## src/rtl/ftws_pkg.sv

```systemverilog
package ftws_pkg;

  localparam int unsigned NumTones    = 4;
  localparam int unsigned CyclesWidth = 8;
  localparam int unsigned GainWidth   = 15;
  localparam int unsigned CfgIdxWidth = 3;
  localparam int unsigned DivNumWidth = 50;
  localparam int unsigned DivDenWidth = 34;
  localparam int unsigned DivQWidth   = 16;
  localparam int unsigned SampleWidth = 18;

  typedef struct packed {
    logic                   start;
    logic [DivNumWidth-1:0] dividend;
    logic [DivDenWidth-1:0] divisor;
  } div_req_t;

  typedef struct packed {
    logic                 done;
    logic [DivQWidth-1:0] quotient;
  } div_rsp_t;

endpackage

```

## src/rtl/ftws_ram.sv

```systemverilog
module ftws_ram #(
  parameter int unsigned Width = 18,
  parameter int unsigned Depth = 64
) (
  input  logic                     clk_i,
  input  logic                     we_i,
  input  logic [$clog2(Depth)-1:0] waddr_i,
  input  logic [Width-1:0]         wdata_i,
  input  logic [$clog2(Depth)-1:0] raddr_i,
  output logic [Width-1:0]         rdata_o
);
  logic [Width-1:0] mem_q [Depth];

  always_ff @(posedge clk_i) begin
    if (we_i) begin
      mem_q[waddr_i] <= wdata_i;
    end
    rdata_o <= mem_q[raddr_i];
  end
endmodule

```

## src/rtl/ftws_div.sv

```systemverilog
module ftws_div (
  input  logic                clk_i,
  input  logic                rst_ni,
  input  ftws_pkg::div_req_t  req_i,
  output ftws_pkg::div_rsp_t  rsp_o
);
  import ftws_pkg::*;

  logic                   busy_q;
  logic [4:0]             cnt_q;
  logic [DivDenWidth-1:0] rem_q;
  logic [DivQWidth-1:0]   low_q;
  logic [DivQWidth-1:0]   quo_q;
  logic [DivDenWidth-1:0] den_q;
  logic                   done_q;
  logic [DivDenWidth:0]   trial;
  logic [DivDenWidth:0]   diff;
  logic                   take;

  assign trial = {rem_q, low_q[DivQWidth-1]};
  assign take  = trial >= {1'b0, den_q};
  assign diff  = trial - {1'b0, den_q};

  always_ff @(posedge clk_i or negedge rst_ni) begin
    if (!rst_ni) begin
      busy_q <= 1'b0;
      done_q <= 1'b0;
      cnt_q  <= '0;
    end else begin
      done_q <= 1'b0;
      if (req_i.start) begin
        busy_q <= 1'b1;
        cnt_q  <= '0;
        rem_q  <= req_i.dividend[DivNumWidth-1:DivQWidth];
        low_q  <= req_i.dividend[DivQWidth-1:0];
        den_q  <= req_i.divisor;
        quo_q  <= '0;
      end else if (busy_q) begin
        rem_q <= take ? diff[DivDenWidth-1:0] : trial[DivDenWidth-1:0];
        low_q <= {low_q[DivQWidth-2:0], 1'b0};
        quo_q <= {quo_q[DivQWidth-2:0], take};
        cnt_q <= cnt_q + 5'd1;
        if (cnt_q == 5'(DivQWidth - 1)) begin
          busy_q <= 1'b0;
          done_q <= 1'b1;
        end
      end
    end
  end

  assign rsp_o.done     = done_q;
  assign rsp_o.quotient = quo_q;
endmodule

```

## src/rtl/four_tone_waveform_synth_normalize.sv

```systemverilog
// computes the centroid and its divide, reduces the tone steps modulo the frame length,
// builds the frame sample by sample, then normalizes each sample with the shared 16-step
// divider, or without it when the peak does not exceed 16384
// one start transaction at a time; no new transaction until the last sample leaves
// reset restores default tone settings and clears peak and centroid
module four_tone_waveform_synth_normalize #(
  parameter int unsigned FRAME_LENGTH = 64
) (
  input  logic        clk_i,
  input  logic        rst_ni,
  input  logic        cfg_we_i,
  input  logic [2:0]  cfg_idx_i,
  input  logic [14:0] cfg_wdata_i,
  input  logic        start_valid_i,
  output logic        start_ready_o,
  input  logic        start_frame_i,
  output logic        out_valid_o,
  input  logic        out_ready_i,
  output logic signed [15:0] sample_value_o,
  output logic [5:0]  sample_index_o,
  output logic        last_sample_o,
  output logic [15:0] mean_frequency_o
);
  import ftws_pkg::*;

  localparam int unsigned IW = $clog2(FRAME_LENGTH);
  localparam logic [63:0] HalfPiQ30 = 64'd1686629713;

  function automatic logic [15:0] quarter_sine(input int unsigned r);
    logic [63:0] x;
    logic [63:0] t;
    logic [63:0] s;
    logic [63:0] q;
    x = (HalfPiQ30 * 64'(r)) / FRAME_LENGTH;
    t = x;
    s = x;
    t = (((t * x) >> 30) * x) >> 30; t = t / 64'd6;   s = s - t;
    t = (((t * x) >> 30) * x) >> 30; t = t / 64'd20;  s = s + t;
    t = (((t * x) >> 30) * x) >> 30; t = t / 64'd42;  s = s - t;
    t = (((t * x) >> 30) * x) >> 30; t = t / 64'd72;  s = s + t;
    t = (((t * x) >> 30) * x) >> 30; t = t / 64'd110; s = s - t;
    t = (((t * x) >> 30) * x) >> 30; t = t / 64'd156; s = s + t;
    q = (s + 64'd16384) >> 15;
    if (q > 64'd32767) q = 64'd32767;
    return q[15:0];
  endfunction

  function automatic logic signed [15:0] sine_at(input int unsigned k);
    int unsigned quad;
    int unsigned rem;
    logic [15:0] mag;
    quad = (4 * k) / FRAME_LENGTH;
    rem  = (4 * k) % FRAME_LENGTH;
    if (quad % 2 == 1) rem = FRAME_LENGTH - rem;
    mag = quarter_sine(rem);
    return (quad >= 2) ? -$signed(mag) : $signed(mag);
  endfunction

  logic signed [15:0] sine_tab [FRAME_LENGTH];
  for (genvar g = 0; g < FRAME_LENGTH; g++) begin : g_tab
    assign sine_tab[g] = sine_at(g);
  end

  typedef enum logic [3:0] {
    S_IDLE, S_CSQ, S_CACC, S_CDIV, S_CDIVW, S_MOD, S_MAC, S_RND,
    S_NRD, S_NDAT, S_NDIVW, S_NSAT, S_NOUT
  } state_e;

  state_e state_q;
  logic [CyclesWidth-1:0] cyc_q  [NumTones];
  logic [GainWidth-1:0]   gain_q [NumTones];
  logic [8:0]             cm_q   [NumTones];
  logic [IW-1:0]          ph_q   [NumTones];
  logic [2:0]             k_q;
  logic [IW-1:0]          i_q;
  logic [29:0]            g2_q;
  logic [32:0]            den_q;
  logic [39:0]            num_q;
  logic [15:0]            cent_q;
  logic signed [31:0]     prod_q;
  logic signed [33:0]     acc_q;
  logic [16:0]            peak_q;
  logic                   neg_q;
  logic [18:0]            raw_q;
  logic                   out_valid_q;
  logic signed [15:0]     val_q;
  logic                   last_q;
  logic [5:0]             idx_q;

  div_req_t div_req;
  div_rsp_t div_rsp;

  logic [1:0]             kt;
  logic [33:0]            absacc;
  logic [18:0]            rmag;
  logic [17:0]            cmag;
  logic signed [17:0]     sval;
  logic                   ram_we;
  logic [SampleWidth-1:0] rd_data;
  logic [17:0]            rd_abs;
  logic [IW+5:0]          i_ext;
  logic                   last_i;

  assign kt     = k_q[1:0];
  assign absacc = acc_q[33] ? 34'(-acc_q) : 34'(acc_q);
  assign rmag   = 19'((absacc + 34'd16384) >> 15);
  always_comb begin
    if (acc_q[33]) cmag = (rmag > 19'd131072) ? 18'd131072 : rmag[17:0];
    else           cmag = (rmag > 19'd131071) ? 18'd131071 : rmag[17:0];
  end
  assign sval   = acc_q[33] ? -$signed(cmag) : $signed(cmag);
  assign ram_we = (state_q == S_RND);
  assign rd_abs = rd_data[17] ? 18'(-$signed(rd_data)) : rd_data;
  assign i_ext  = (IW + 6)'(i_q);
  assign last_i = (i_q == IW'(FRAME_LENGTH - 1));

  always_comb begin
    div_req.start    = 1'b0;
    div_req.dividend = '0;
    div_req.divisor  = '0;
    if (state_q == S_CDIV && den_q != '0) begin
      div_req.start    = 1'b1;
      div_req.dividend = DivNumWidth'({num_q, 8'd0}) + DivNumWidth'(den_q >> 1);
      div_req.divisor  = DivDenWidth'(den_q);
    end else if (state_q == S_NDAT && peak_q > 17'd16384) begin
      div_req.start    = 1'b1;
      div_req.dividend = DivNumWidth'({rd_abs, 16'd0}) + DivNumWidth'(peak_q);
      div_req.divisor  = DivDenWidth'({peak_q, 1'b0});
    end
  end

  ftws_div u_div (
    .clk_i  (clk_i),
    .rst_ni (rst_ni),
    .req_i  (div_req),
    .rsp_o  (div_rsp)
  );

  ftws_ram #(
    .Width (SampleWidth),
    .Depth (FRAME_LENGTH)
  ) u_buf (
    .clk_i   (clk_i),
    .we_i    (ram_we),
    .waddr_i (i_q),
    .wdata_i (sval),
    .raddr_i (i_q),
    .rdata_o (rd_data)
  );

  always_ff @(posedge clk_i or negedge rst_ni) begin
    if (!rst_ni) begin
      state_q     <= S_IDLE;
      cyc_q[0]    <= 8'd10;
      cyc_q[1]    <= 8'd20;
      cyc_q[2]    <= 8'd40;
      cyc_q[3]    <= 8'd2;
      for (int t = 0; t < NumTones; t++) gain_q[t] <= 15'd16384;
      k_q         <= '0;
      i_q         <= '0;
      peak_q      <= '0;
      cent_q      <= '0;
      out_valid_q <= 1'b0;
    end else begin
      // idx bit 2 selects gains over cycle counts
      if (cfg_we_i) begin
        if (cfg_idx_i[2]) gain_q[cfg_idx_i[1:0]] <= cfg_wdata_i;
        else              cyc_q[cfg_idx_i[1:0]]  <= cfg_wdata_i[7:0];
      end
      unique case (state_q)
        S_IDLE: begin
          if (start_valid_i && start_frame_i) begin
            num_q   <= '0;
            den_q   <= '0;
            k_q     <= '0;
            state_q <= S_CSQ;
          end
        end
        S_CSQ: begin
          g2_q    <= gain_q[kt] * gain_q[kt];
          state_q <= S_CACC;
        end
        S_CACC: begin
          den_q <= den_q + 33'(g2_q);
          num_q <= num_q + 40'(g2_q) * 40'(cyc_q[kt]);
          k_q   <= k_q + 3'd1;
          state_q <= (kt == 2'd3) ? S_CDIV : S_CSQ;
        end
        S_CDIV: begin
          for (int t = 0; t < NumTones; t++) cm_q[t] <= 9'(cyc_q[t]);
          k_q <= '0;
          if (den_q == '0) begin
            cent_q  <= '0;
            state_q <= S_MOD;
          end else begin
            state_q <= S_CDIVW;
          end
        end
        S_CDIVW: begin
          if (div_rsp.done) begin
            cent_q  <= div_rsp.quotient;
            state_q <= S_MOD;
          end
        end
        S_MOD: begin
          if (cm_q[kt] >= 9'(FRAME_LENGTH)) begin
            cm_q[kt] <= cm_q[kt] - 9'(FRAME_LENGTH);
          end else begin
            if (kt == 2'd3) begin
              k_q    <= '0;
              i_q    <= '0;
              acc_q  <= '0;
              peak_q <= '0;
              for (int t = 0; t < NumTones; t++) ph_q[t] <= '0;
              state_q <= S_MAC;
            end else begin
              k_q <= k_q + 3'd1;
            end
          end
        end
        S_MAC: begin
          if (k_q != 3'd4) prod_q <= $signed({1'b0, gain_q[kt]}) * sine_tab[ph_q[kt]];
          if (k_q != 3'd0) acc_q <= acc_q + 34'(prod_q);
          k_q <= k_q + 3'd1;
          if (k_q == 3'd4) state_q <= S_RND;
        end
        S_RND: begin
          if (cmag > 18'(peak_q)) peak_q <= (cmag > 18'd131071) ? 17'd131071 : cmag[16:0];
          for (int t = 0; t < NumTones; t++) begin
            if ((IW + 1)'(ph_q[t]) + (IW + 1)'(cm_q[t][IW-1:0]) >= (IW + 1)'(FRAME_LENGTH))
              ph_q[t] <= IW'((IW + 1)'(ph_q[t]) + (IW + 1)'(cm_q[t][IW-1:0])
                             - (IW + 1)'(FRAME_LENGTH));
            else
              ph_q[t] <= ph_q[t] + cm_q[t][IW-1:0];
          end
          k_q   <= '0;
          acc_q <= '0;
          if (last_i) begin
            i_q     <= '0;
            state_q <= S_NRD;
          end else begin
            i_q     <= i_q + IW'(1);
            state_q <= S_MAC;
          end
        end
        S_NRD: state_q <= S_NDAT;
        S_NDAT: begin
          neg_q <= rd_data[17];
          if (peak_q > 17'd16384) begin
            state_q <= S_NDIVW;
          end else begin
            raw_q   <= {rd_abs, 1'b0};
            state_q <= S_NSAT;
          end
        end
        S_NDIVW: begin
          if (div_rsp.done) begin
            raw_q   <= 19'(div_rsp.quotient);
            state_q <= S_NSAT;
          end
        end
        S_NSAT: begin
          if (neg_q) val_q <= (raw_q >= 19'd32768) ? -16'sd32768 : -$signed(raw_q[15:0]);
          else       val_q <= (raw_q >= 19'd32767) ? 16'sd32767 : $signed(raw_q[15:0]);
          idx_q       <= i_ext[5:0];
          last_q      <= last_i;
          out_valid_q <= 1'b1;
          state_q     <= S_NOUT;
        end
        S_NOUT: begin
          if (out_ready_i) begin
            out_valid_q <= 1'b0;
            if (last_i) begin
              state_q <= S_IDLE;
            end else begin
              i_q     <= i_q + IW'(1);
              state_q <= S_NRD;
            end
          end
        end
        default: state_q <= S_IDLE;
      endcase
    end
  end

  assign start_ready_o    = (state_q == S_IDLE);
  assign out_valid_o      = out_valid_q;
  assign sample_value_o   = val_q;
  assign sample_index_o   = idx_q;
  assign last_sample_o    = last_q;
  assign mean_frequency_o = cent_q;
endmodule
```

## config.mk

```make
export PLATFORM = sky130hd
export DESIGN_NAME = four_tone_waveform_synth_normalize
export DESIGN_NICKNAME = d
export VERILOG_FILES = /design/src/rtl/ftws_pkg.sv /design/src/rtl/ftws_ram.sv /design/src/rtl/ftws_div.sv /design/src/rtl/four_tone_waveform_synth_normalize.sv
export SDC_FILE = /design/constraint.sdc
export NUM_CORES = 2
export LEC_CHECK = 0
export BUFFER_PORTS_ARGS = -buffer_cell sky130_fd_sc_hd__buf_2
export CORE_ASPECT_RATIO = 1.2
export CORE_UTILIZATION = 35
export CTS_BUF_LIST = sky130_fd_sc_hd__clkbuf_8
export DETAILED_ROUTE_END_ITERATION = 7
export MAX_ROUTING_LAYER = met4
export PLACE_DENSITY = 0.58
export SLEW_MARGIN = 5
export SYNTH_ARGS = -nofsm -noshare
export SYNTH_HDL_FRONTEND = slang
export SYNTH_HIERARCHICAL = 1
export SYNTH_SLANG_ARGS = --single-unit
```

## constraint.sdc

```tcl
create_clock -name clk_i -period 15.2 [get_ports clk_i]
set_input_delay 2.28 -clock clk_i [delete_from_list [all_inputs] [get_ports clk_i]]
set_output_delay 2.28 -clock clk_i [all_outputs]
set_load 0.1 [all_outputs]
```

==> metrics.md <==
| Metric | Value |
|---|---|
| Outcome | `completed` |
| Final Skew | `101 ps` |
| Final GP Congestion | `0.872` |
| Clk sinks | `1687` |
| WP data arrival | `10850 ps` |
| Routed Antenna Nets | `0` |
| Worst rel slew slack | `0.212` |
| Area contributors post-synth | `edfxtp_1, fa_1, mux4_2` |
| Critical Path Max Stage Delay | `920 ps` |
| Chip height | `587 µm` |
| Fillers | `26626` |
| RSZ-0062 raised after global routing | `false` |
| Final WL | `270000 µm` |
| Row count | `214` |
| Fmax | `0.0977 GHz` |
| Synth area leader | `edfxtp_1` |
| Adder-Cell Fraction of Synth Area | `0.162` |
| Mux share of post-synthesis cell area | `0.107` |
| Max Root-Sink Buffers | `4` |
| Simple-gate share of the synthesized area | `0.0919` |
| Post-DR wirelength/cell | `22.6 µm` |
| Nets | `8958` |
| Worst path slowest cell | `o32ai_1` |
| Worst setup SP type | `flip-flop` |
| Setup TNS | `0 ps` |
| Initial Utilization | `0.353` |
| Fraction of layout cells with a size suffix above 1 | `0.158` |
| Async SR Flop Fraction | `0.0865` |
| Setup bufs post-CTS | `0` |
| Clock transition at path regs | `60 ps` |
| PostCTS Resize Cnt | `0` |
| Most frequent cell after synthesis | `edfxtp_1` |
| Hold Crit Depth | `1` |
| DP Wirelength | `183000 µm` |
| Number of synthesized flops with an enable pin | `1523` |
| Critical path peak fanout | `14` |
| H-tree depth | `5` |
| Clock root cell | `clkbuf_8` |
| TritonCTS Buffers | `297` |
| Die W | `490 µm` |
| Worst slew pin tran | `1180 ps` |
| Post-synth top flop | `edfxtp_1` |
| Number of global-route vias before repair | `66930` |
| Post-synthesis cell type count | `118` |
| IO Pins | `65` |
| Initial antenna violation count | `13` |
| GRT Util Overall | `0.193` |
| Synth warnings | `6` |
| Post-route DRC | `0` |
| Post-CTS Hold Fix Bufs | `0` |
| MaxCap Viol Count | `0` |
| Kind of critical path | `flip-flop to flip-flop` |
| Synth-to-layout area growth | `10.6%` |
| Post-synth top area share | `0.458` |
| FF-to-FF path depth | `30` |
| Compound-Gate Fraction of Synth Area | `0.0765` |
| I/O Buffers | `64` |
| Main combinational cell family by area after synthesis | `adder cells` |
| Multi-input gate area | `46400 µm²` |
| DRT iter0 DRCs | `4716` |
| Register area | `49800 µm²` |
| Drt pass-1 iters | `7` |
| Largest net degree at the start of global routing | `127` |
| Final setup viols | `0` |
| Total congestion overflow | `0` |
| Synthesized area per cell | `12.9 µm²` |
| First-pass GRT wire length | `412000 µm` |
| Synth top cells by count | `edfxtp_1, inv_1, nor2_1` |
| Xor and xnor fraction of the mapped netlist area | `0.0232` |
| Worst-Skew Late Latency | `980 ps` |
| Post-synthesis sequential area ratio | `0.498` |
| Mapped cell area | `100000 µm²` |
| Core Area | `284000 µm²` |
| Period minus WS final | `10230 ps` |
| Final hold vios | `0` |
| Vias per cell | `5.33` |
| Critical path endpoint category | `flip-flop` |
| Fin crit share | `0.673` |
| Max-slew violation count | `0` |
| Worst Hold Class | `flip-flop to flip-flop` |
| Crit path required time | `15820 ps` |
| Detailed-route via count | `63761` |
| Crit path top cell by count | `fa_1` |
| Seq cells post-synth | `1687` |
| Post-Syn Instances | `7759` |
| CTS tree | `yes` |
| Die Area | `288000 µm²` |
-- cell families (layout without fill, tap and decap cells) --
group                      count (synthesis)  after routing
and+or+nand+nor                         1971           1971
other                                      1             12
DFF                                     1687           1687
adders and majority gates                982            982
muxes                                    642            642
xor gates and xnor gates                 265            265
AOI/OAI and AO/OA                       1184           1184
buffers and inverters                   1027           1440
-- metrics by stage --
stage	hold slack, ps	worst slack (ps)	util	cells	area, µm²
finish	500	4970	0.390	11963	111000
global route	517	4390	0.390	11958	111000
floorplan	406	5860	-	7760	100000
global placement	481	5090	0.371	11432	105000
CTS	499	5030	0.390	11952	110000
detailed placement	485	5090	0.371	11432	105000
-- sequential cells by signal, indices dropped and copies added (netlist names), 17 cells and up --
signal,count
prod_q,32
u_div/rem_q,34
u_buf/rdata_o,18
u_buf/mem_q,1152
cm_q,36
raw_q,19
gain_q,60
ph_q,24
den_q,33
g2_q,29
cyc_q,32
peak_q,17
num_q,40
acc_q,34
u_div/den_q,34
-- final timing paths --
kind / start / end / slack [ps]
max reg2reg: k_q[1]$_DFFE_PN0P_ / prod_q[30]$_DFFE_PP_ / 4970
min in group asynchronous: rst_ni / gain_q[35]$_DFFE_PN0P_ / 1300
max in group asynchronous: rst_ni / cyc_q[24]$_DFFE_PN0P_ / 12490
max: k_q[1]$_DFFE_PN0P_ / prod_q[30]$_DFFE_PP_ / 4970
min reg2reg: mean_frequency_o[12]$_DFFE_PN0P_ / mean_frequency_o[12]$_DFFE_PN0P_ / 500
min: mean_frequency_o[12]$_DFFE_PN0P_ / mean_frequency_o[12]$_DFFE_PN0P_ / 500
-- layout make-up --
| class | count | share of cell area |
|---|---|---|
| sequential | 1687 | 0.450 |
| timing repair buffer | 238 | 0.0152 |
| antenna | 10 | 0.000226 |
| clock buffer | 312 | 0.0388 |
| multi-input combinational | 5046 | 0.420 |
| inverter | 682 | 0.0232 |
| clock inverter | 208 | 0.00961 |
| tap | 3780 | 0.0428 |
-- metal layers --
metal  vias to the layer above  GRT usage  share of wire
li1                      28513          -              -
met2                      1862      0.324           0.51
met3                       512     0.0263          0.051
met4                         0     0.0638          0.034
met1                     32874      0.238           0.41
met5                         -          -              0
-- placed cells by master (no fill, tap or decap), types with 21 or more instances in the layout --
cell type / instances
fa_1: 520
mux2i_1: 125
nor2_2: 28
nand3_1: 71
a31oi_1: 28
nand4_1: 42
a21oi_1: 308
clkinv_1: 63
a211oi_1: 52
edfxtp_1: 1523
o31ai_1: 29
o22ai_1: 55
o21ai_1: 44
o211ai_1: 26
nor4_1: 29
and2_1: 157
clkbuf_8: 313
o21ai_0: 250
xor2_1: 111
mux4_2: 320
buf_4: 171
inv_1: 776
dfrtp_1: 127
nor3_1: 84
nand2b_1: 61
nor2b_1: 33
nor2_1: 638
xnor2_1: 154
buf_2: 63
o21a_1: 35
nand2_1: 604
or3_1: 51
ha_1: 462
a21o_1: 109
mux2_2: 195
or2_2: 21
and3_1: 54
-- critical path, delay by kind of cell, from the launching register on --
family,cells,cell delay (ps)
adders and majority gates,8,4200
AOI/OAI and AO/OA,9,3140
and+or+nand+nor,7,1190
DFF,1,590
buffers and inverters,4,490
xor gates and xnor gates,1,180
muxes,1,140
Power is left out: the tool's default activity adds up to more than one toggle a clock period on the data nets, which glitch-free logic cannot reach.
